**config.mk**
```make
export PLATFORM = sky130hd
export DESIGN_NAME = pox_div
export DESIGN_NICKNAME = d
export VERILOG_FILES = /design/src/hw/rtl/pox_pkg.sv /design/src/hw/rtl/pox_div.sv
export SDC_FILE = /design/constraint.sdc
export NUM_CORES = 1
export LEC_CHECK = 0
export BUFFER_PORTS_ARGS = -buffer_cell sky130_fd_sc_hd__buf_2
export CORE_MARGIN = 2
export CORE_UTILIZATION = 60
export DETAILED_ROUTE_END_ITERATION = 7
export GPL_TIMING_DRIVEN = 0
export PLACE_DENSITY = 0.82
export SLEW_MARGIN = 20
export SYNTH_ARGS = -nofsm -noshare
export SYNTH_HDL_FRONTEND = slang
export SYNTH_SLANG_ARGS = --single-unit
```
**constraint.sdc**
```tcl
create_clock -name clk -period 10.6 [get_ports clk]
set_input_delay 2.12 -clock clk [delete_from_list [all_inputs] [get_ports clk]]
set_output_delay 2.12 -clock clk [all_outputs]
set_load 0.05 [all_outputs]
```
**src/hw/rtl/pox_pkg.sv**
```systemverilog
`default_nettype none
// ----------------------------------------------------------------------------
// pox_pkg
// Shared types and constants of the pulse oximetry ratio block.
// ----------------------------------------------------------------------------
package pox_pkg;

  localparam int WINDOW_DEF      = 100;
  localparam int HOP_DEF         = 25;
  localparam int SAMPLE_BITS_DEF = 18;

  localparam int FIELD_BITS = 18;
  localparam int WIDE_BITS  = 24;

  localparam logic [19:0] R_MAX       = 20'hFFFFF;
  localparam logic [14:0] SPO2_HI     = 15'd25574;
  localparam logic [14:0] SPO2_LO     = 15'd17920;
  localparam logic [33:0] NUM_BASE    = 34'd716439552;
  localparam logic [33:0] NUM_LO      = 34'd458752000;
  localparam logic [63:0] SCALE_DIV   = 64'd25600;
  localparam logic [11:0] SLOPE       = 12'd2330;

  localparam logic [17:0] THRESH_RST  = 18'd50000;
  localparam logic [8:0]  KEEP_RST    = 9'd179;
  localparam logic [8:0]  KEEP_MAX    = 9'd256;

  localparam int MUL_STEPS  = 32;
  localparam int SQRT_STEPS = 32;
  localparam int DIV_STEPS  = 64;

  typedef enum logic {
    REG_THRESH = 1'b0,
    REG_KEEP   = 1'b1
  } cfg_reg_t;

  typedef enum logic [3:0] {
    ST_IDLE,
    ST_WALK,
    ST_WALK_END,
    ST_MULQ,
    ST_MULS,
    ST_SQRT,
    ST_DIVA,
    ST_DIVR,
    ST_NUM,
    ST_DIVS,
    ST_SMOOTH,
    ST_EMIT
  } state_t;

  typedef struct packed {
    logic [17:0] red_sample;
    logic [17:0] ir_sample;
  } in_word_t;

  typedef struct packed {
    logic        status;
    logic [14:0] spo2_smoothed;
    logic [14:0] spo2_instant;
    logic [19:0] ratio_r;
  } out_word_t;

endpackage
`default_nettype wire

```
**src/hw/rtl/pox_div.sv**
```systemverilog
`default_nettype none
// ----------------------------------------------------------------------------
// pox_div
// Restoring divider, 64-bit dividend and divisor, one quotient bit per cycle.
// ----------------------------------------------------------------------------
module pox_div (
  input  wire logic        clk,
  input  wire logic        rst_n,
  input  wire logic        start,
  input  wire logic [63:0] n,
  input  wire logic [63:0] d,
  output logic      [63:0] quo,
  output logic             done
);
  import pox_pkg::*;

  logic        busy_r;
  logic        done_r;
  logic [5:0]  cnt_r;
  logic [63:0] num_r;
  logic [63:0] den_r;
  logic [63:0] rem_r;
  logic [64:0] sh;
  logic        qbit;

  assign sh   = {rem_r, num_r[63]};
  assign qbit = (sh >= {1'b0, den_r});

  always_ff @(posedge clk) begin
    if (!rst_n) begin
      busy_r <= 1'b0;
      done_r <= 1'b0;
      cnt_r  <= '0;
    end else begin
      done_r <= 1'b0;
      if (busy_r) begin
        if (qbit) begin
          rem_r <= 64'(sh - {1'b0, den_r});
        end else begin
          rem_r <= sh[63:0];
        end
        num_r <= {num_r[62:0], qbit};
        cnt_r <= cnt_r + 6'd1;
        if (cnt_r == 6'(DIV_STEPS - 1)) begin
          busy_r <= 1'b0;
          done_r <= 1'b1;
        end
      end else if (start) begin
        num_r  <= n;
        den_r  <= d;
        rem_r  <= '0;
        cnt_r  <= '0;
        busy_r <= 1'b1;
      end
    end
  end

  assign quo  = num_r;
  assign done = done_r;

endmodule
`default_nettype wire

```
# Word level (Yosys, flattened, before mapping)
# Cells that the tools add are included.
[word_totals]
out_inout_bits = 65
register_bits = 200
wordCells = 26
in_bits = 131
[classes]
mux = 11
n_reduce_logical = 4
n_bitwise = 1
addsub = 2
n_eq_ne = 1
n_lt_le_gt_ge = 1
[op_table]
columns = ["cell", "n"]
rows = [
  ["64-bit two-way mux", 5],
  ["65-bit by 64-bit greater-or-equal comparator with 1-bit output", 1],
  ["64-bit subtractor", 1],
  ["6-bit two-way mux", 2],
  ["6-bit by 1-bit adder with 6-bit output (second input constant)", 1],
  ["6-bit == test (second input constant)", 1],
  ["1-bit two-way mux", 4],
  ["2-bit AND reduction", 2],
  ["3-bit AND reduction", 1],
  ["2-bit nonzero test", 1],
  ["1-bit inverter", 1],
]

# Depth between registers and ports, before layout
[logic_depth]
word_depth = 3
mapped_depth = 14
mapped_depth_nobuf = 13

# Least setup slack after synthesis
# Ideal clock, no wire load.
[synth_path]
path_type = "input to register"
from = "input port rst_n"
to = "register num_r[0] (netlist: quo[0]), enable pin"
setup_slack_ps = 5416
setup_time_ps = 481
t_arrival_ps = 4704
path_stages = 2
required_time_ps = 10119
cell_sequence = "o21ai_0 > inv_1"
[synth_via]
elab_chain_len = 1
[synth_lines]
columns = ["item", "line", "source"]
rows = [
  ["start: declaration", "pox_div.sv:8", "input wire logic rst_n,"],
  ["2-bit AND reduction (no line)", "n/a", ""],
  ["end signal: assignment", "pox_div.sv:42", "num_r <= {num_r[62:0], qbit};"],
  ["end signal: assignment", "pox_div.sv:49", "num_r <= n;"],
  ["end: declaration", "pox_div.sv:20", "logic [63:0] num_r;"],
]
# No other way between the ends.
# A chain may end at the register's enable or synchronous reset.

# Worst setup path in the final report
[layout_path]
from = "register rem_r[13]"
to = "register rem_r[42], data pin"
[layout_via]
elab_chain_len = 3
[layout_lines]
columns = ["item", "line", "source"]
rows = [
  ["start: declaration", "pox_div.sv:22", "logic [63:0] rem_r;"],
  ["start signal: assignment", "pox_div.sv:38", "rem_r <= 64'(sh - {1'b0, den_r});"],
  ["start signal: assignment", "pox_div.sv:40", "rem_r <= sh[63:0];"],
  ["64-bit subtractor / 65-bit by 64-bit greater-or-equal comparator with 1-bit output (equally long branches)", "pox_div.sv:38, pox_div.sv:27", ""],
  ["64-bit two-way mux *", "pox_div.sv:37", "if (qbit) begin"],
  ["64-bit two-way mux *", "pox_div.sv:36", "if (busy_r) begin"],
]
# Mark *: on every way between the ends. The rest lies on a longest branch, timed or not.

==> results.py <==
metrics = {
    "timing": {
        "final_hold_viol_count": 0,
        "slew_violations": 0,
        "clock_skew_ns": 0.0154,
        "whs_ns": 0.513,
        "setup_slack_ns": 6.54,
        "min_period_ns": 4.06,
        "rsz0062_at_grt": "no",
        "tightestPinTransition_ns": 0.910,
        "fmaxAchievable_mhz": 246,
        "fin_tns_setup_ns": 0,
        "period_share_pct": 38.3,
        "setup_viol": 0,
        "slew_headroom_pct": 39.3,
    },
    "worst_setup_path": {
        "crit_chain": "ha_1 -> clkbuf_1 -> nand4_1 -> nor2_1 -> o211ai_1 -> a31oi_1 -> o21ai_2 -> a211oi_2 -> or2_1 -> buf_2 -> buf_4 -> buf_2 -> a211oi_1",
        "slowest_stage": "a211oi_2",
        "critical_path_class": "flip-flop to flip-flop",
        "start_kind": "flip-flop",
        "critPathBufInv": 4,
        "slowest_delay_ns": 0.49,
        "path_max_fanout": 10,
        "cp.arrival_ns": 4.21,
        "critPathRequiredTime_ns": 10.75,
        "crit_top_cell": "buf_2",
        "path_delay_family": "compound AO/OA/AOI/OAI gates",
        "cp-end-kind": "flip-flop",
    },
    "cts": {
        "cts.clk_slew.worst_paths_ns": 0.08,
        "clkLatencyLatePin_ns": 0.44,
        "cts_tree": "built",
        "clockBufferDepth": 2,
        "cts_resized": 0,
        "holdBufCountCts": 0,
        "post-cts-setup-buffers": 0,
        "cts.sinks": 200,
        "root_buffer": "clkbuf_16",
        "htreeDepth": 4,
        "cts_buffers": 17,
    },
    "flow_run": {
        "drv_cap": 0,
    },
    "route": {
        "drt.antenna.violating_nets": 0,
        "drc": 0,
        "num_vias": 10200,
        "drt-pass1-iter-count": 5,
        "vias_per_cell": 6.01,
        "wl_per_cell_um": 18.3,
        "first_iter_violations": 936,
        "totalWireLength_mm": 31.1,
    },
    "die": {
        "rows": 52,
        "start_util_pct": 60.8,
        "die_x_um": 147,
        "core_area_sq_um": 20100,
        "die_area_sq_um": 21500,
        "io_pins": 196,
        "die_h_um": 147,
    },
    "synth": {
        "synth_edf_count": 192,
        "synth.cell_area_sq_um": 12200,
        "synth.distinct_cells": 79,
        "post-synth-top-area-cell": "edfxtp_1",
        "synth.top_cells.by_area": "edfxtp_1 47%, ha_1 6.7%, mux2_2 5.9%, a21oi_1 5.2%, nand2_1 4.2%",
        "yosysWarningCount": 0,
        "seq_area_frac_synth_pct": 48.5,
        "synthArstFlopShare_pct": 0,
        "syn_area_per_cell_sq_um": 10.2,
        "syn_nets": 1394,
        "synth_top_area_share_pct": 47.2,
        "synth_flop_cell": "edfxtp_1",
        "synthCells": 1197,
        "synth-seq-cells": 200,
    },
    "power_and_ir_drop": {
        "p_per_area_nw_per_um2": 152,
        "p_total_mw": 2.17,
        "p_sw_share_pct": 31.8,
        "p_seq_share_pct": 44.0,
        "power_leakage_nw": 5.83,
        "power_frac_comb_pct": 24.4,
        "net-switching-power_uw": 689,
        "power_frac_clock_pct": 31.7,
        "cell_internal_pwr_mw": 1.48,
        "peakVddDrop_mv": 0.106,
    },
    "place": {
        "dpl.hpwl_mm": 22.9,
        "numPortBuffers": 195,
        "post-place-ws_ns": 6.62,
        "gp_congestion": 0.975,
    },
    "cells_and_area": {
        "post-route-util_pct": 70.7,
        "drive_gt1_share_pct": 22.9,
        "diodes": 0,
        "layout.nets": 1610,
        "syn2layout_area_growth_pct": 16.3,
    },
    "grt": {
        "grt_util_all_layers_pct": 28.6,
        "grt_pass1_wl_mm": 49.2,
        "grt_start_max_net_pins": 66,
        "antenna_found_initial": 0,
        "grt_pass1_vias": 9832,
        "grt_overflow": 0,
    },
    "hold_path": {
        "worstHoldPathType": "flip-flop to flip-flop",
    },
    "run_status": {
        "status": "completed",
    },
}
[cell type report]
| cell class | count | area [sq um] |
|---|---|---|
| clock inverters | 14 | 185 |
| repair buffers | 197 | 1020 |
| clock buffers | 18 | 429 |
| fillers | 1483 | 5890 |
| multi-input cells | 849 | 5720 |
| plain buffers | 55 | 234 |
| inverters | 93 | 357 |
| well taps | 270 | 338 |
| flip-flops and latches | 200 | 5930 |
[worst paths after layout]
kind | slack, ns | from | cells after the start | endpoint
min | 0.51 | cnt_r[2] | 1 | cnt_r[2]
max reg2reg | 6.54 | rem_r[13] | 13 | rem_r[42]
min reg2reg | 0.51 | cnt_r[2] | 1 | cnt_r[2]
max | 6.54 | rem_r[13] | 13 | rem_r[42]
[power groups by stage]
stage	logic (mW)	registers (mW)	clock network (mW)
after floorplan	0.323	1.02	0
after global placement	0.503	0.972	0
after detailed placement	0.517	0.969	0
after CTS	0.522	0.952	0.690
after global routing	0.575	0.957	0.721
final	0.528	0.952	0.686
[logic make-up (layout without fill, tap and decap cells)]
logic type	count (synthesis)	in the layout	synth area share (%)
buf+inv	148	377	4.77
simple gates	348	348	13.6
compound gates	318	318	16.6
xor+xnor	48	48	3.44
fa+ha+maj	66	66	6.82
flops	200	200	48.5
mux	69	69	6.31
[through the flow]
| stage | instance area, sq um | cells |
|---|---|---|
| after floorplan | 12200 | 1197 |
| after global placement | 13500 | 1662 |
| after detailed placement | 13600 | 1664 |
| after CTS | 14200 | 1696 |
| after global routing | 14200 | 1696 |
| final | 14200 | 1696 |
[worst reg2reg max path, stage by stage (launching register included)]
cell	delay [ns]
edfxtp_1	0.41
ha_1	0.30
clkbuf_1	0.26
nand4_1	0.22
nor2_1	0.23
o211ai_1	0.17
a31oi_1	0.40
o21ai_2	0.17
a211oi_2	0.49
or2_1	0.16
buf_2	0.20
buf_4	0.24
buf_2	0.36
a211oi_1	0.18
[cell usage in the layout (no fill, tap or decap), drive strengths merged, types with 7 or more instances in the layout]
cell type,count
a211oi,15
a21o,27
a21oi,128
a31oi,15
and2,7
and3,12
buf,213
clkbuf,57
dfxtp,8
edfxtp,192
ha,65
inv,99
mux2,64
nand2,136
nand3,31
nand4,24
nor2,63
nor2b,9
nor3,23
o21ai,55
o21bai,19
xnor2,27
xor2,21
[flip-flops by register name, indices dropped and copies added (netlist names)]
| register | cells |
|---|---|
| den_r | 64 |
| rem_r | 64 |
| busy_r | 1 |
| quo | 64 |
| cnt_r | 6 |
| done | 1 |
[synth_stat cells (6+ instances only)]
cell	instances
a21oi_1	128
clkbuf_1	39
nor2b_1	9
a21o_1	26
nor3_1	23
xor2_1	21
nand3_1	31
nand4_1	24
a31oi_1	15
edfxtp_1	192
and2_1	7
ha_1	65
a211oi_1	13
inv_1	92
and3_1	11
nand2_1	136
xnor2_1	27
o21ai_0	52
dfxtp_1	8
o2bb2ai_1	6
mux2_2	64
buf_2	13
o211ai_1	6
nor2_1	63
o21bai_1	18
o31ai_1	6
[metal layers]
metal  part of all wire, %  vias up  global-route usage (%)  wire length, um
met5                     0        -                       0                0
met4                   2.3        0                    8.88              700
met3                   6.0       61                    3.91             1860
met2                    50      419                    49.4            15600
met1                    42     4849                    37.6            13000
li1                      -     4856                       -                -
Power figures use the tool's default switching activity.
