**src/hw/rtl/pox_pkg.sv**
```systemverilog
`default_nettype none
// ----------------------------------------------------------------------------
// pox_pkg
// Shared types and constants of the pulse oximetry ratio block.
// ----------------------------------------------------------------------------
package pox_pkg;

  localparam int WINDOW_DEF      = 100;
  localparam int HOP_DEF         = 25;
  localparam int SAMPLE_BITS_DEF = 18;

  localparam int FIELD_BITS = 18;
  localparam int WIDE_BITS  = 24;

  localparam logic [19:0] R_MAX       = 20'hFFFFF;
  localparam logic [14:0] SPO2_HI     = 15'd25574;
  localparam logic [14:0] SPO2_LO     = 15'd17920;
  localparam logic [33:0] NUM_BASE    = 34'd716439552;
  localparam logic [33:0] NUM_LO      = 34'd458752000;
  localparam logic [63:0] SCALE_DIV   = 64'd25600;
  localparam logic [11:0] SLOPE       = 12'd2330;

  localparam logic [17:0] THRESH_RST  = 18'd50000;
  localparam logic [8:0]  KEEP_RST    = 9'd179;
  localparam logic [8:0]  KEEP_MAX    = 9'd256;

  localparam int MUL_STEPS  = 32;
  localparam int SQRT_STEPS = 32;
  localparam int DIV_STEPS  = 64;

  typedef enum logic {
    REG_THRESH = 1'b0,
    REG_KEEP   = 1'b1
  } cfg_reg_t;

  typedef enum logic [3:0] {
    ST_IDLE,
    ST_WALK,
    ST_WALK_END,
    ST_MULQ,
    ST_MULS,
    ST_SQRT,
    ST_DIVA,
    ST_DIVR,
    ST_NUM,
    ST_DIVS,
    ST_SMOOTH,
    ST_EMIT
  } state_t;

  typedef struct packed {
    logic [17:0] red_sample;
    logic [17:0] ir_sample;
  } in_word_t;

  typedef struct packed {
    logic        status;
    logic [14:0] spo2_smoothed;
    logic [14:0] spo2_instant;
    logic [19:0] ratio_r;
  } out_word_t;

endpackage
`default_nettype wire

```
**src/hw/rtl/pox_sqrt.sv**
```systemverilog
`default_nettype none
// ----------------------------------------------------------------------------
// pox_sqrt
// Integer square root of a 64-bit word, one result bit per cycle.
// ----------------------------------------------------------------------------
module pox_sqrt (
  input  wire logic        clk,
  input  wire logic        rst_n,
  input  wire logic        start,
  input  wire logic [63:0] v,
  output logic      [31:0] root,
  output logic             done
);
  import pox_pkg::*;

  logic        busy_r;
  logic        done_r;
  logic [4:0]  cnt_r;
  logic [63:0] rem_r;
  logic [63:0] res_r;
  logic [63:0] bit_r;
  logic [63:0] trial;

  assign trial = res_r + bit_r;

  always_ff @(posedge clk) begin
    if (!rst_n) begin
      busy_r <= 1'b0;
      done_r <= 1'b0;
      cnt_r  <= '0;
    end else begin
      done_r <= 1'b0;
      if (busy_r) begin
        if (rem_r >= trial) begin
          rem_r <= rem_r - trial;
          res_r <= {1'b0, res_r[63:1]} + bit_r;
        end else begin
          res_r <= {1'b0, res_r[63:1]};
        end
        bit_r <= {2'b00, bit_r[63:2]};
        cnt_r <= cnt_r + 5'd1;
        if (cnt_r == 5'(SQRT_STEPS - 1)) begin
          busy_r <= 1'b0;
          done_r <= 1'b1;
        end
      end else if (start) begin
        rem_r  <= v;
        res_r  <= '0;
        bit_r  <= 64'h4000_0000_0000_0000;
        cnt_r  <= '0;
        busy_r <= 1'b1;
      end
    end
  end

  assign root = res_r[31:0];
  assign done = done_r;

endmodule
`default_nettype wire

```
**config.mk**
```make
export PLATFORM = sky130hd
export DESIGN_NAME = pox_sqrt
export DESIGN_NICKNAME = d
export VERILOG_FILES = /design/src/hw/rtl/pox_pkg.sv /design/src/hw/rtl/pox_sqrt.sv
export SDC_FILE = /design/constraint.sdc
export NUM_CORES = 1
export LEC_CHECK = 0
export BUFFER_PORTS_ARGS = -buffer_cell sky130_fd_sc_hd__buf_4
export CORE_ASPECT_RATIO = 0.5
export CORE_UTILIZATION = 38
export CTS_CLUSTER_DIAMETER = 200
export DETAILED_ROUTE_END_ITERATION = 7
export SETUP_SLACK_MARGIN = 0.3
export SLEW_MARGIN = 15
export SYNTH_ARGS = -nofsm -noshare
export SYNTH_HDL_FRONTEND = slang
export SYNTH_SLANG_ARGS = --single-unit
```
**constraint.sdc**
```tcl
create_clock -name clk -period 8.4 [get_ports clk]
set_input_delay 0.84 -clock clk [delete_from_list [all_inputs] [get_ports clk]]
set_output_delay 0.84 -clock clk [all_outputs]
set_load 0.1 [all_outputs]
```
# ---- Word-level counts from Yosys, hierarchy flattened
# Index checks and enable logic that the tools add are counted.
dict set report totals {
  word_cells 32
  register_bits 167
  output_inout_bits 33
  inputBits 67
}
dict set report op_classes {
  n_reduce_logical 4
  n_mux 14
  eq_ne 2
  add_sub_neg 4
  magnitude_cmp 1
}
# operator n
set op_table {}
lappend op_table {{$mux W64} 6}
lappend op_table {{$add A63 B63 Y64} 1}
lappend op_table {{$add A64 B63 Y64} 1}
lappend op_table {{$ge A64 B64 Y1} 1}
lappend op_table {{$sub A64 B64 Y64} 1}
lappend op_table {{$mux W63} 1}
lappend op_table {{$mux W61} 1}
lappend op_table {{$mux W5} 2}
lappend op_table {{$add A5 B1 Y5 const B} 1}
lappend op_table {{$eq A5 B5 Y1 const B} 1}
lappend op_table {{$mux W1} 4}
lappend op_table {{$reduce_and A2 Y1} 2}
lappend op_table {{$reduce_and A3 Y1} 1}
lappend op_table {{$ne A2 B1 Y1 const B} 1}
lappend op_table {{$reduce_bool A2 Y1} 1}

# ---- Longest topological paths before layout
dict set report logic_depth {
  word_depth 4
  depth_mapped 26
}

# ---- Least setup slack after synthesis
# OpenSTA, ideal clock, no wires.
dict set report synth_timing {
  kind {reg-to-reg}
  start {register res_r[20]}
  end {register rem_r[0], enable pin}
  arrival_ns 7.231
  t_required_ns 7.913
  n_path_buf 2
  setup_slack_ns 0.683
  stages_incl_launch_ff 24
  cell_sequence {edfxtp_1 ha_1 clkbuf_1 a31oi_1 o21ai_0 a31oi_1 nand3b_1 a41oi_1 nor2_1 a221o_1 a31oi_1 o21bai_1 xnor2_1 ha_1 and3_1 nand2_1 or3_1 o21ai_0 nand4b_1 a21o_1 o311ai_4 buf_4 nor2_1 nor2_1}
}
dict set report synth_via {
  elab_chain_len 4
}
# element line
set synth_lines {}
lappend synth_lines {{start: declaration} pox_sqrt.sv:20} ;# logic [63:0] res_r;
lappend synth_lines {{start signal: assignment} pox_sqrt.sv:36} ;# res_r <= {1'b0, res_r[63:1]} + bit_r;
lappend synth_lines {{start signal: assignment} pox_sqrt.sv:38} ;# res_r <= {1'b0, res_r[63:1]};
lappend synth_lines {{$add A64 B63 Y64} pox_sqrt.sv:24} ;# assign trial = res_r + bit_r;
lappend synth_lines {{$ge A64 B64 Y1} pox_sqrt.sv:34} ;# if (rem_r >= trial) begin
lappend synth_lines {{$ne A2 B1 Y1 (no source line)} -}
lappend synth_lines {{$reduce_and A3 Y1 (no source line)} -}
lappend synth_lines {{end signal: assignment} pox_sqrt.sv:35} ;# rem_r <= rem_r - trial;
lappend synth_lines {{end signal: assignment} pox_sqrt.sv:47} ;# rem_r <= v;
lappend synth_lines {{end: declaration} pox_sqrt.sv:19} ;# logic [63:0] rem_r;
# Every way passes these cells.
# A chain may end at the register's enable or synchronous reset.

# ---- Final worst setup path
dict set report layout_timing {
  start {register res_r[6]}
  end {register res_r[39], data pin}
}
dict set report layout_via {
  elab_chain_len 4
  elab_cells_between_ends 5
  cone_classes {add/sub: 2; order compare: 1; mux: 2}
}
# element line
set layout_lines {}
lappend layout_lines {{$add A64 B63 Y64} pox_sqrt.sv:24}
lappend layout_lines {{$ge A64 B64 Y1} pox_sqrt.sv:34}
lappend layout_lines {{$mux W64 *} pox_sqrt.sv:34}
lappend layout_lines {{$mux W64 *} pox_sqrt.sv:33} ;# if (busy_r) begin
# Every way passes the cells marked *; elsewhere a longest branch is shown, timed or not.

==> flow_metrics.env <==
export IMPL_fmax_mhz=151
export IMPL_syn_area_sq_um=15800
export IMPL_critPathKind="flop to flop"
export IMPL_wl_mm=42.7
export IMPL_overflow=0
export IMPL_synth_seq_cells=167
export IMPL_fin_area_sq_um=17300
export IMPL_synth_edf_count=160
export IMPL_final_antenna_net_count=0
export IMPL_synthArstFlopShare_pct=0
export IMPL_yosys_warnings=0
export IMPL_grt_pass1_vias=12886
export IMPL_hp_class="flop to flop"
export IMPL_dp_slack_ps=1890
export IMPL_setup_viol=0
export IMPL_worst_pin_slew_ps=935
export IMPL_ctsResizeCount=0
export IMPL_critPathSlowestCell="buf_4"
export IMPL_pwr_share_seq_pct=31.2
export IMPL_cts_root_buffer_cell="clkbuf_16"
export IMPL_hold_buffers=0
export IMPL_clock_power_share_pct=22.2
export IMPL_cp_max_fo=77
export IMPL_placed_area_sq_um=16800
export IMPL_grt_use_total_pct=20.1
export IMPL_drc=0
export IMPL_finalCriticalPeriod_ps=6630
export IMPL_wl_per_cell_um=18.1
export IMPL_path_cells="ha_1 -> nand2_1 -> o21bai_1 -> a31oi_1 -> o31ai_1 -> a41oi_1 -> nor2_1 -> a221o_1 -> a31oi_1 -> o21bai_1 -> xnor2_1 -> ha_1 -> and3_1 -> nand2_1 -> or3_1 -> o21ai_0 -> nand4b_1 -> a21o_1 -> o311ai_4 -> buf_4 -> o21ai_0 -> xor2_1 -> nor2_1"
export IMPL_clock_path_buffers=2
export IMPL_cellPowerDensity_nw_per_um2=209
export IMPL_ys_types=89
export IMPL_power_switching_mw=1.52
export IMPL_max_cap_violations=0
export IMPL_finClkSkew_ps=10.8
export IMPL_pwr_share_comb_pct=46.7
export IMPL_fin_setup_tns_ps=0
export IMPL_die_h_um=146
export IMPL_cts_setup_buffers=0
export IMPL_synth_area_leader_cell="edfxtp_1"
export IMPL_fin_crit_sh_pct=79.0
export IMPL_rows=52
export IMPL_fin_cells=2358
export IMPL_die_width_um=291
export IMPL_timing_final_ws_setup_ps=1770
export IMPL_synthFlopType="edfxtp_1"
export IMPL_antenna_found_initial=0
export IMPL_synth_top_cell_area_share_pct=30.3
export IMPL_clkTransAtPathRegs_ps=80
export IMPL_start_util_pct=38.9
export IMPL_slowest_delay_ps=710
export IMPL_cts_made_buffers=17
export IMPL_drive_gt1_share_pct=12.8
export IMPL_diodes=0
export IMPL_gp_congestion=0.933
export IMPL_first_iter_violations=1146
export IMPL_status="complete, no violations"
export IMPL_yosys_top_cells_area="edfxtp_1 30%, ha_1 10%, xor2_1 5.3%"
export IMPL_place_port_buffers=99
export IMPL_p_int_mw=2.11
export IMPL_rsz0062_at_grt="no"
export IMPL_slew_limit_headroom_pct=37.7
export IMPL_total_power_mw=3.62
export IMPL_io_pins=100
export IMPL_leakage_nw=6.52
export IMPL_placedCellCount=2326
export IMPL_fp_dieArea_sq_um=42600
export IMPL_ir_drop_v=0.000154
export IMPL_syn_nets=1990
export IMPL_cts_max_level=4
export IMPL_avgViaCountPerCell=5.77
export IMPL_endpoint_kind="flop"
export IMPL_nNetsFinal=2005
export IMPL_drtPass1Iterations=7
export IMPL_cp_data_required_time_ps=8580
export IMPL_cp_start_kind="flop"
export IMPL_finalHoldViolations=0
export IMPL_critPathBufInv=1
export IMPL_cts_sinks=167
export IMPL_synth_cells=1790
export IMPL_core_area_sq_um=40700
export IMPL_clk_latency_ps=460
export IMPL_grt_pass1_wl_mm=69.0
export IMPL_cp_top_family="compound AO/OA/AOI/OAI gates"
export IMPL_report_final_slew_viol_count=0
export IMPL_arrival_ps=6810
export IMPL_vias=13596
export IMPL_syn2layout_area_growth_pct=9.38
export IMPL_swShare_pct=41.9
export IMPL_grt_max_degree=80
export IMPL_cts_tree="done"
export IMPL_synth_seq_area_share_pct=31.2
export IMPL_avgSynthCellArea_sq_um=8.85
export IMPL_hpwl_mm=32.3
==> power by group through the flow <==
| stage | combinational (mW) | clock (mW) | sequential, mW |
|---|---|---|---|
| after detailed placement | 1.67 | 0 | 1.15 |
| final | 1.69 | 0.804 | 1.13 |
| after CTS | 1.69 | 0.820 | 1.13 |
| after floorplan | 1.34 | 0 | 1.10 |
| after global placement | 1.67 | 0 | 1.15 |
| after global routing | 1.87 | 0.851 | 1.14 |
==> through the flow <==
stage	hold WS (ps)	utilization, %
2_1_floorplan	513	-
3_3_place_gp	533	41.1
3_5_place_dp	541	41.1
4_1_cts	563	42.5
5_1_grt	614	42.5
6_report	561	42.5
==> cell type report <==
class	instances	area, sq um
Clock buffer	21	483
Tap cell	540	676
Fill cell	4029	23400
Clock inverter	11	83.8
Multi-Input combinational cell	1478	10200
Inverter	36	138
Timing Repair Buffer	105	788
Sequential cell	167	4950
==> placed cells by master, fill, tap and decap left out, types with 10 or more instances in the layout <==
master	count
nand2_1	165
edfxtp_1	160
nor2_1	151
a21oi_1	137
ha_1	132
buf_4	105
xor2_1	96
o21ai_0	94
xnor2_1	72
nand4_1	56
a31oi_1	55
mux2_2	50
and2_1	44
a21o_1	41
o21bai_1	38
inv_1	34
nand3_1	32
nor3_1	30
a211oi_1	26
nor2b_1	22
clkbuf_16	19
a31o_2	18
o31ai_1	18
o21a_1	16
or3_1	15
and3_1	14
nand2b_1	13
o21ai_1	10
mux2i_1	10
==> path summary, 6_finish.rpt <==
| kind | startpoint | endpoint | slack [ps] | cells after the start |
|---|---|---|---|---|
| worst max register to register | res_r[6] | res_r[39] | 1770 | 23 |
| worst min-delay path | cnt_r[3] | cnt_r[3] | 560 | 2 |
| worst min register to register | cnt_r[3] | cnt_r[3] | 560 | 2 |
| worst max-delay path | res_r[6] | res_r[39] | 1770 | 23 |
==> registers in the layout (all words and copies together), names as in the netlist <==
name / cells
bit_r: 32
busy_r: 1
cnt_r: 5
done: 1
rem_r: 64
res_r: 64
==> synth_stat cells, drive strengths merged (4+ instances only) <==
library cell	instances
inv	35
nand2b	13
mux2i	10
edfxtp	160
nor2b	22
or2	4
nor3	31
a21boi	4
mux2	50
a221oi	4
buf	52
o31a	7
a21o	41
or3	15
o21bai	38
a211o	5
xor2	96
o31ai	20
nand4	56
nor2	152
a31oi	56
and2	44
o21a	16
o22ai	5
clkbuf	57
nand3	32
and4	5
a211oi	27
o21ai	107
xnor2	72
or4	6
o221ai	5
ha	132
a31o	18
o211ai	9
a21oi	138
dfxtp	7
and3	14
nor4	9
nand2	165
==> layer usage <==
layer  global-route usage, %  vias up  part of all wire (%)
li1                        -     6761                     -
met3                    2.98       37                   3.8
met4                    5.03        0                   1.5
met2                    33.3      325                    47
met1                    27.4     6473                    48
met5                       0        -                     0
==> worst min-delay path: cells and delay by family (launching register included) <==
kind / cells / cell delay [ps]
compound gates: 1 / 160
flops: 1 / 320
buf+inv: 1 / 60
==> kinds of logic (layout without fill, tap and decap cells) <==
kind of cell	Yosys count	count (layout)	synth area share (%)
fa+ha+maj	133	133	10.6
simple gates	579	579	17.8
flops	167	167	31.2
buf+inv	145	173	4.38
xor+xnor	168	168	9.29
compound gates	538	538	22.6
mux	60	60	4.19
(Power assumes the default switching activity.)
