--- config.mk ---
export PLATFORM = sky130hd
export DESIGN_NAME = pox_mul
export DESIGN_NICKNAME = d
export VERILOG_FILES = /design/src/hw/rtl/pox_pkg.sv /design/src/hw/rtl/pox_mul.sv
export SDC_FILE = /design/constraint.sdc
export NUM_CORES = 1
export LEC_CHECK = 0
export ABC_AREA = 1
export BUFFER_PORTS_ARGS = -buffer_cell sky130_fd_sc_hd__buf_4
export CORE_MARGIN = 3
export CORE_UTILIZATION = 40
export DETAILED_ROUTE_END_ITERATION = 10
export GPL_TIMING_DRIVEN = 0
export HOLD_SLACK_MARGIN = 0.05
export PLACE_DENSITY_LB_ADDON = 0.08
export SLEW_MARGIN = 20
export SYNTH_ARGS = -nofsm -noshare
export SYNTH_HDL_FRONTEND = slang
export SYNTH_SLANG_ARGS = --single-unit
--- constraint.sdc ---
create_clock -name clk -period 24.8 [get_ports clk]
set_input_delay 2.48 -clock clk [delete_from_list [all_inputs] [get_ports clk]]
set_output_delay 2.48 -clock clk [all_outputs]
set_load 0.01 [all_outputs]
--- src/hw/rtl/pox_pkg.sv ---
`default_nettype none
// ----------------------------------------------------------------------------
// pox_pkg
// Shared types and constants of the pulse oximetry ratio block.
// ----------------------------------------------------------------------------
package pox_pkg;

  localparam int WINDOW_DEF      = 100;
  localparam int HOP_DEF         = 25;
  localparam int SAMPLE_BITS_DEF = 18;

  localparam int FIELD_BITS = 18;
  localparam int WIDE_BITS  = 24;

  localparam logic [19:0] R_MAX       = 20'hFFFFF;
  localparam logic [14:0] SPO2_HI     = 15'd25574;
  localparam logic [14:0] SPO2_LO     = 15'd17920;
  localparam logic [33:0] NUM_BASE    = 34'd716439552;
  localparam logic [33:0] NUM_LO      = 34'd458752000;
  localparam logic [63:0] SCALE_DIV   = 64'd25600;
  localparam logic [11:0] SLOPE       = 12'd2330;

  localparam logic [17:0] THRESH_RST  = 18'd50000;
  localparam logic [8:0]  KEEP_RST    = 9'd179;
  localparam logic [8:0]  KEEP_MAX    = 9'd256;

  localparam int MUL_STEPS  = 32;
  localparam int SQRT_STEPS = 32;
  localparam int DIV_STEPS  = 64;

  typedef enum logic {
    REG_THRESH = 1'b0,
    REG_KEEP   = 1'b1
  } cfg_reg_t;

  typedef enum logic [3:0] {
    ST_IDLE,
    ST_WALK,
    ST_WALK_END,
    ST_MULQ,
    ST_MULS,
    ST_SQRT,
    ST_DIVA,
    ST_DIVR,
    ST_NUM,
    ST_DIVS,
    ST_SMOOTH,
    ST_EMIT
  } state_t;

  typedef struct packed {
    logic [17:0] red_sample;
    logic [17:0] ir_sample;
  } in_word_t;

  typedef struct packed {
    logic        status;
    logic [14:0] spo2_smoothed;
    logic [14:0] spo2_instant;
    logic [19:0] ratio_r;
  } out_word_t;

endpackage
`default_nettype wire

--- src/hw/rtl/pox_mul.sv ---
`default_nettype none
// ----------------------------------------------------------------------------
// pox_mul
// Shift-and-add multiplier, one multiplier bit per cycle, 64-bit product.
// ----------------------------------------------------------------------------
module pox_mul (
  input  wire logic        clk,
  input  wire logic        rst_n,
  input  wire logic        start,
  input  wire logic [63:0] a,
  input  wire logic [31:0] b,
  output logic      [63:0] prod,
  output logic             done
);
  import pox_pkg::*;

  logic        busy_r;
  logic        done_r;
  logic [4:0]  cnt_r;
  logic [63:0] a_r;
  logic [31:0] b_r;
  logic [63:0] acc_r;

  always_ff @(posedge clk) begin
    if (!rst_n) begin
      busy_r <= 1'b0;
      done_r <= 1'b0;
      cnt_r  <= '0;
    end else begin
      done_r <= 1'b0;
      if (busy_r) begin
        if (b_r[0]) begin
          acc_r <= acc_r + a_r;
        end
        a_r   <= {a_r[62:0], 1'b0};
        b_r   <= {1'b0, b_r[31:1]};
        cnt_r <= cnt_r + 5'd1;
        if (cnt_r == 5'(MUL_STEPS - 1)) begin
          busy_r <= 1'b0;
          done_r <= 1'b1;
        end
      end else if (start) begin
        a_r    <= a;
        b_r    <= b;
        acc_r  <= '0;
        cnt_r  <= '0;
        busy_r <= 1'b1;
      end
    end
  end

  assign prod = acc_r;
  assign done = done_r;

endmodule
`default_nettype wire

After elaboration in Yosys (flattened, before gate mapping)
Index checks and enable logic that the tools add are counted.
{"block": "totals", "output_inout_bits": 65, "wordCells": 29, "regBits": 167}
{"block": "op_classes", "n_addsub": 2, "muxes": 13, "reduce_logical": 4, "eq_ne": 2}
{"op": "64-bit 2-to-1 mux", "count": 5}
{"op": "64-bit adder", "count": 1}
{"op": "32-bit 2-to-1 mux", "count": 1}
{"op": "31-bit 2-to-1 mux", "count": 1}
{"op": "5-bit 2-to-1 mux", "count": 2}
{"op": "5-bit by 1-bit adder with 5-bit output, second input constant", "count": 1}
{"op": "5-bit equality test, second input constant", "count": 1}
{"op": "1-bit 2-to-1 mux", "count": 4}
{"op": "2-bit AND reduction", "count": 2}
{"op": "3-bit AND reduction", "count": 1}
{"op": "2-bit by 1-bit inequality test with 1-bit output, second input constant", "count": 1}
{"op": "2-bit nonzero test", "count": 1}

Longest topological paths before layout
Gate-level depths: netlist (run 1).
{"block": "depth", "depth_word": 3, "ltp_mapped": 15, "depth_no_buf": 15}

Worst setup path after synthesis (run 1)
Ideal clock, no wire load.
{"block": "synth_timing", "path_type": "input to register", "start": "input rst_n", "end": "register acc_r[0], in the netlist prod[0] (enable)", "t_arrival_ns": 9.737, "slack_ns": 14.577, "path_stages": 4, "required_time_ns": 24.314, "cell_sequence": "inv_1 > nor2_1 > inv_1 > nor2_1"}
{"block": "synth_via", "elab_chain_len": 1}
{"item": "start: declaration", "line_no": "pox_mul.sv:8", "text": "input wire logic rst_n,"}
{"item": "3-bit AND reduction (no line)"}
{"item": "end signal: assignment", "line_no": "pox_mul.sv:33", "text": "acc_r <= acc_r + a_r;"}
{"item": "end: declaration", "line_no": "pox_mul.sv:22", "text": "logic [63:0] acc_r;"}
No other way between the ends.
A chain may end at the register's enable or synchronous reset.

Worst setup path after layout (run 1)
{"block": "layout_timing", "start": "input rst_n", "end": "register acc_r[39], in the netlist prod[39] (enable)"}
The elaborated chain is that of the path after synthesis.

==> key figures, run 1 <==
Place
  • Final GP Congestion: roughly 0.95
  • Port bufs: 163
  • Placed cell areas: around 0.014 sq mm
  • DP Worst Slack: between 15000 and 20000 ps
  • Detailed Place HPWL: 33.93 mm

Cells and area
  • Layout area overhead: 19.13%
  • Layout cell share with drive strength beyond 1: 0.1321
  • Commonest non-fill, non-tap cell in the layout: nand2_1
  • Nets: around 2200
  • Most frequent cells in the layout: nand2_1 (846), inv_1 (326), buf_4 (163)
  • N_diodes: 0
  • Final Instance Area: ~0.015 sq mm

Clock tree
  • Hold buffer count at CTS: 0
  • Clock transition at path regs: roughly 70 ps
  • Bufs on Longest Clock Path: 2
  • H-tree levels: 4
  • CTS tree: built
  • Clk_lat worst skew: around 450 ps
  • Postcts setup bufs: 0
  • TritonCTS Buffers: 17
  • Clock root cell: clkbuf_16
  • CTS Sinks: about 170
  • CTS-repair resized insts: 0

Synth
  • Compound-gate portion of the synthesized area: 0.05842
  • Yosys warning total: 0
  • Post-synthesis mux area share: 0
  • Netlist cell types: 31
  • Syn Area/Cell: between 6 and 7 sq um
  • XOR/XNOR Fraction of Synth Area: 0.0007002
  • Synth Area in Simple Gates: 0.3704
  • Sequential share of the synthesized area: 0.3953
  • Synthesized Nets: roughly 2000
  • Largest family of logic cells by synthesized area: simple AND/OR/NAND/NOR gates
  • Mapped Area: 0.01251 sq mm
  • Area share of fa/ha/maj cells after synthesis: 0.06662
  • Post-synthesis register bit count: 167
  • Synth Instances: between 1500 and 2000

Global routing
  • Gr ovfl total: 0
  • First-pass GRT wire length: around 63 mm
  • Largest net degree at the start of global routing: 28
  • Initial antenna violation count: 2
  • Vias in the first global route: roughly 11000
  • All-layer global routing usage: 0.2463

Pwr
  • Peak VDD IR: roughly 50 uV
  • Power per standard cell area: 58.06 mW/mm^2
  • Total power: between 0.0008 and 0.0009 W
  • Lkg Pwr: 7.992 nW

Worst hold path
  • Worst Hold Depth: 2
  • Worst Hold Path EP: cnt_r[4]
  • Hold/Removal Path Class: register to register
  • Hold Crit Start: cnt_r[4]

Floorplan
  • FP Rows: 64
  • Die footprint: ~0.033 sq mm
  • Top Ports: 164
  • DIE WIDTH: 182.8 microns
  • Initial Util: 0.4078
  • Die height: 182.8 microns
  • Core Area: around 0.031 sq mm

STA
  • Hold Slack: 484.4 ps
  • FMAX: 226.5 MHz
  • Clock skew: 8.239 ps
  • Max-slew headroom: 0.2443
  • Min cycle time layout: about 4400 ps
  • Max Slew Vio Count: 0
  • Unrepaired setup endpoints after global routing: no
  • Final worst slack: approximately 20000 ps
  • Fin. Hold Viols: 0
  • Worst slew pin tran: about 1100 ps
  • Setup tns final: 0 ps
  • Setup violations, final: 0
  • Final Cycle Share: 0.1780

Worst setup path
  • CP Launch Type: input pin
  • Crit Path Class: input pin to register
  • Worst R2R End: prod[39]
  • R2r setup slk: 21380 ps
  • Crit path DAT: 4570 ps
  • CP Cell Sequence: buf_4, inv_1, nor2_4, inv_1, nor2_4, buf_12, buf_12
  • Req. time, crit path: ~25000 ps
  • Launching point of the worst reg2reg path: busy_r
  • Max stage delay on crit path: slightly above 600 ps
  • Crit path max-delay cell type: nor2_4
  • Depth of the most critical reg-to-reg path: 7
  • Crit-path max FO: 23
  • CP Capture Type: register

Flow run
  • Max Cap Violations: 0

Routing
  • Remaining DRCs: 0
  • DR WL/cell: 16.63 microns
  • DRT Wirelength: a little over 40 mm
  • ANT nets after route: 0
  • Vias per inst: between 4 and 5
  • Via count: about 12000
  • TritonRoute pass-1 iters: 5
  • DRC violation total after the first TritonRoute iteration: between 800 and 900

Outcome
  • Status: finished clean
-- area by class of cell --
class | count | area (sq um)
fillers | 3306 | 15770
multi-input cells | 1337 | 6221
flip-flops and latches | 167 | 4945
repair buffers | 168 | 1324
inverters | 327 | 1227
well taps | 396 | 495.5
clock buffers | 19 | 432.9
plain buffers | 28 | 130.1
clock inverters | 13 | 125.1
-- flip-flops by register name (all words and copies together) (netlist names) --
register  count
prod         64
busy_r        1
b_r          32
done          1
a_r          64
cnt_r         5
-- worst max-delay path: cells and delay by family --
family	cells	cell delay, ps
buf+inv	5	880
simple gates	2	1180
-- routing by layer --
layer / vias up / part of all wire / track usage
li1: 6123 / - / -
met3: 41 / 0.054 / 0.04482
met4: 0 / 0.021 / 0.07046
met2: 277 / 0.45 / 0.3992
met1: 5276 / 0.48 / 0.3395
met5: - / 0 / 0
-- cells by family after synthesis --
family / Yosys count
and+or+nand+nor: 1131
DFF: 167
buffers and inverters: 355
xor gates and xnor gates: 1
adders and majority gates: 66
AOI/OAI and AO/OA: 139
-- power breakdown --
group | leakage, nW | switching [W] | internal [W] | total [W]
logic | 6.12 | 0.000171 | 0.0000864 | 0.000257
clock network | 0.270 | 0.000120 | 0.000139 | 0.000259
registers | 1.60 | 0.0000117 | 0.000337 | 0.000349
total | 7.99 | 0.000302 | 0.000563 | 0.000865
-- worst max path at each step --
stage / endpoint / start / cells past startpoint
finish: prod[39] / rst_n / 7
global route: prod[21] / rst_n / 7
CTS: prod[24] / rst_n / 7
detailed placement: prod[40] / rst_n / 7
global placement: prod[21] / start / 5
floorplan: prod[0] / rst_n / 4
-- metrics by stage --
stage | std cells | utilization
after floorplan | 1859 | -
after global placement | 2418 | 0.4639
after detailed placement | 2423 | 0.4676
after CTS | 2455 | 0.4858
after global routing | 2455 | 0.4858
final | 2455 | 0.4858
-- synth_stat cells, drive strengths merged --
library cell	count	area (sq um)
nand2	873	3344
inv	327	1227
edfxtp	160	4805
nor2	151	631.8
a21oi	100	515.5
ha	65	813.3
nand3	64	390.4
o21ai	31	155.2
clkbuf	24	90.09
nand4	14	87.58
nor3	11	60.06
and2	8	50.05
dfxtp	7	140.1
o21bai	6	45.04
and3	5	31.28
nor4	4	31.28
buf	3	21.27
o21a	2	15.01
bufbuf	1	18.77
fa	1	20.02
or2	1	6.260
xnor2	1	8.760
No activity file was read; power rests on OpenSTA's default activity.
==> run 2: changes to the inputs <==
--- a/config.mk
+++ b/config.mk
@@ -5,7 +5,7 @@
 export SDC_FILE = /design/constraint.sdc
 export NUM_CORES = 1
 export LEC_CHECK = 0
-export ABC_AREA = 1
+export ABC_AREA = 0
 export BUFFER_PORTS_ARGS = -buffer_cell sky130_fd_sc_hd__buf_4
 export CORE_MARGIN = 3
 export CORE_UTILIZATION = 40
==> constraint.sdc (replaced) <==
create_clock -name clk -period 4 [get_ports clk]
set_input_delay 0.4 -clock clk [delete_from_list [all_inputs] [get_ports clk]]
set_output_delay 0.4 -clock clk [all_outputs]
set_load 0.01 [all_outputs]
==> run 2 against run 1 <==
Non-clock buffer count rose by 21. Via count fell by 32%. Core utilization rose by 1.8 points. Combinational power rose to 5.2 times the previous value. Critical path depth rose by 4. Sequential power rose to 6.2 times the previous value. Design area fell by 14%. Sequential share of layout area rose by 5.4 points. Total power rose to 6.0 times the previous value. Cell count fell by 40%. Critical endpoint is now prod[60].
==> key figures, run 2 <==
Clock tree
  • Clock transition at path regs: 80 ps (was 70 ps)
  • Clock root cell: clkbuf_16 (unchanged)
  • H-tree levels: 4 (unchanged)
  • TritonCTS Buffers: 17 (unchanged)
  • CTS Sinks: 167 (unchanged)
  • Postcts setup bufs: 0 (unchanged)
  • Bufs on Longest Clock Path: 2 (unchanged)
  • Clk_lat worst skew: 450 ps (about the same)
  • CTS-repair resized insts: 0 (unchanged)
  • Hold buffer count at CTS: 0 (unchanged)
  • CTS tree: built (unchanged)

Place
  • Placed Cells: 1451 (was 2423)
  • Port bufs: 163 (unchanged)
  • Final GP Congestion: 0.8477 (was 0.9521)
  • Detailed Place HPWL: 20.17 mm (was 33.93 mm)
  • DP Worst Slack: 293.2 ps (was 19840 ps)

Synth
  • Synthesized Nets: 1119 (was 2024)
  • Number of synthesized flops with an enable pin: 160 (unchanged)
  • Syn Area/Cell: 10.95 sq um (was 6.728 sq um)
  • Yosys warning total: 0 (unchanged)
  • Netlist cell types: 56 (was 31)
  • Area share of the leading cell type in the synthesized netlist: 0.4600 (was 0.3841)
  • Synth Instances: 954 (was 1859)
  • Mapped Area: 0.01044 sq mm (was 0.01251 sq mm)
  • Post-synth top area cell: edfxtp_1 (unchanged)
  • Async SR Flop Fraction: 0 (unchanged)
  • Most frequent cell after synthesis: edfxtp_1 (was nand2_1)
  • Largest cells by area after synthesis: edfxtp_1 (46%), mux2_2 (10%), ha_1 (7.8%), a21oi_1 (3.9%), a21o_1 (3.6%) (was edfxtp_1 (38%), nand2_1 (25%), inv_1 (9.8%), ha_1 (6.5%), nor2_1 (3.9%))
  • Post-synthesis register bit count: 167 (unchanged)
  • Synth cell count leaders: edfxtp_1 (160), mux2_2 (94), a21oi_1 (82) (was nand2_1 (846), inv_1 (326), edfxtp_1 (160))
  • Sequential share of the synthesized area: 0.4735 (was 0.3953)
  • Post-synth top flop: edfxtp_1 (unchanged)

Cells and area
  • Most frequent cells in the layout: buf_4 (163), edfxtp_1 (160), mux2_2 (94) (was nand2_1 (846), inv_1 (326), buf_4 (163))
  • Post-Layout Cell Count: 1483 (was 2455)
  • Post-layout util: 0.5041 (was 0.4858)
  • N_diodes: 0 (unchanged)
  • Layout cell share with drive strength beyond 1: 0.2654 (was 0.1321)
  • Layout area overhead: 22.59% (was 19.13%)
  • Nets: 1305 (was 2211)
  • Commonest non-fill, non-tap cell in the layout: buf_4 (was nand2_1)

Routing
  • ANT nets after route: 0 (unchanged)
  • DR WL/cell: 18.21 microns (was 16.63 microns)
  • TritonRoute pass-1 iters: 5 (unchanged)
  • Via count: 7962 (was 11720)
  • Remaining DRCs: 0 (unchanged)
  • DRC violation total after the first TritonRoute iteration: 452 (was 813)
  • DRT Wirelength: 27.00 mm (was 40.84 mm)
  • Vias per inst: 5.369 (was 4.773)

Pwr
  • Peak VDD IR: 241.8 uV (was 49.54 uV)
  • Lkg Pwr: 5.172 nW (was 7.992 nW)
  • Power per standard cell area: 407.2 mW/mm^2 (was 58.06 mW/mm^2)

Floorplan
  • Die height: 167.6 microns (was 182.8 microns)
  • Die footprint: 0.02808 sq mm (was 0.03343 sq mm)
  • Initial Util: 0.4112 (was 0.4078)
  • Top Ports: 164 (unchanged)
  • DIE WIDTH: 167.6 microns (was 182.8 microns)
  • Core Area: 0.02540 sq mm (was 0.03067 sq mm)
  • FP Rows: 58 (was 64)

Global routing
  • Largest net degree at the start of global routing: 47 (was 28)
  • Vias in the first global route: 7903 (was 11420)
  • Met3 Use GR: 0.04060 (was 0.04482)
  • Initial antenna violation count: 0 (was 2)
  • All-layer global routing usage: 0.1891 (was 0.2463)
  • M1 GR Usage: 0.2641 (was 0.3395)
  • Most used routing layer: met2 (unchanged)
  • Met2 Resource Use GR: 0.3061 (was 0.3992)
  • Gr ovfl total: 0 (unchanged)
  • First-pass GRT wire length: 42.61 mm (was 62.99 mm)

Worst setup path
  • Crit Path Class: register to register (was input pin to register)
  • CP Cell Sequence: ha_1, fa_1, a211oi_1, nor2_1, o21ai_0, a21oi_1, o21ai_1, o211ai_1, a31oi_1, o31ai_1, mux2i_1 (was buf_4, inv_1, nor2_4, inv_1, nor2_4, buf_12, buf_12)
  • Launching point of the worst reg2reg path: prod[0] (was busy_r)
  • Worst R2R End: prod[60] (was prod[39])
  • CP Capture Type: register (unchanged)
  • Max stage delay on crit path: 440 ps (was 610 ps)
  • Crit path from: prod[0] (was rst_n)
  • Termination of the worst setup path: prod[60] (was prod[39])
  • R2r setup slk: 390 ps (was 21380 ps)
  • Depth of the most critical reg-to-reg path: 11 (was 7)
  • CP Launch Type: register (was input pin)
  • Req. time, crit path: 4190 ps (was 24960 ps)
  • Crit path DAT: 3800 ps (was 4570 ps)
  • Crit path max-delay cell type: fa_1 (was nor2_4)
  • Crit-path max FO: 5 (was 23)

STA
  • Min cycle time layout: around 3600 ps
  • Final Cycle Share: 0.9032
  • Max Slew Vio Count: 0 (unchanged)
  • Fin. Hold Viols: 0 (unchanged)
  • Setup tns final: 0 ps (unchanged)
  • Final worst slack: 387.4 ps (was 20380 ps)
  • Clock skew: 17.23 ps (was 8.239 ps)
  • Max-slew headroom: 0.3975 (was 0.2443)
  • Hold Slack: 226.4 ps (was 484.4 ps)
  • Unrepaired setup endpoints after global routing: no (unchanged)
  • Worst slew pin tran: 903.8 ps (was 1134 ps)
  • Setup violations, final: 0 (unchanged)
  • FMAX: ~280 MHz

Outcome
  • Status: finished clean (unchanged)

Worst hold path
  • Hold/Removal Path Class: input pin to register (was register to register)

Flow run
  • Max Cap Violations: 0 (unchanged)
[run 2: cell types whose count changed in the layout (fill, tap and decap cells not counted), sizes merged, moves of 19 or more]
cell,delta
mux2,+94
clkbuf,+19
inv,-305
xnor2,+24
nand3,-48
a21o,+50
nand2,-805
nor2,-80
[run 2: through the flow]
stage | total power (W) | instance area (sq um)
global placement | 0.003514 | 12090
detailed placement | 0.003527 | 12180
finish | 0.005214 | 12800
CTS | 0.005266 | 12800
global route | 0.005484 | 12800
floorplan | 0.003096 | 10450
[run 2: how the worst min path moves through the flow]
stage | from | to | depth (start not counted)
floorplan | cnt_r[3] | cnt_r[3] | 2
global placement | b_r[2] | b_r[1] | 1
detailed placement | b_r[12] | b_r[11] | 1
CTS | rst_n | cnt_r[2] | 2
global route | rst_n | cnt_r[2] | 2
finish | rst_n | cnt_r[2] | 2
[run 2: power by group]
part | leakage (nW) | internal, W | switching (W)
combinational | 3.28 | 0.000590 | 0.000738
sequential | 1.59 | 0.00209 | 0.0000698
clock | 0.299 | 0.000858 | 0.000868
total | 5.17 | 0.00354 | 0.00168
[run 2: worst max-delay path, delay by kind of cell (launching register included)]
family / cells / cell delay, ps
AO/OA/AOI/OAI: 7 / 1960
adder cells (fa/ha/maj): 2 / 690
flip-flops: 1 / 410
AND/OR/NAND/NOR: 1 / 140
multiplexers: 1 / 140
[run 2: layer usage]
layer,part of all wire,vias up
met5,0,-
met4,0.0096,0
met3,0.058,20
met2,0.46,201
met1,0.47,3776
li1,-,3965
[run 2: cell type report]
cell class	count	area, sq um
inverter	20	78.83
clock buffer	17	425.4
clock inverter	15	196.4
tap	330	412.9
buffer	50	195.2
fill	2428	12600
sequential	167	4945
multi-input combinational	717	5239
timing repair buffer	167	1311
[run 2: cells by family (layout without fill, tap and decap cells)]
kind of cell,after synthesis,after routing,synth area share
simple gates,254,254,0.1163
compound gates,247,247,0.1547
flops,167,167,0.4735
mux,108,108,0.1148
buf+inv,70,269,0.02576
fa+ha+maj,66,66,0.07979
xor+xnor,42,42,0.03522
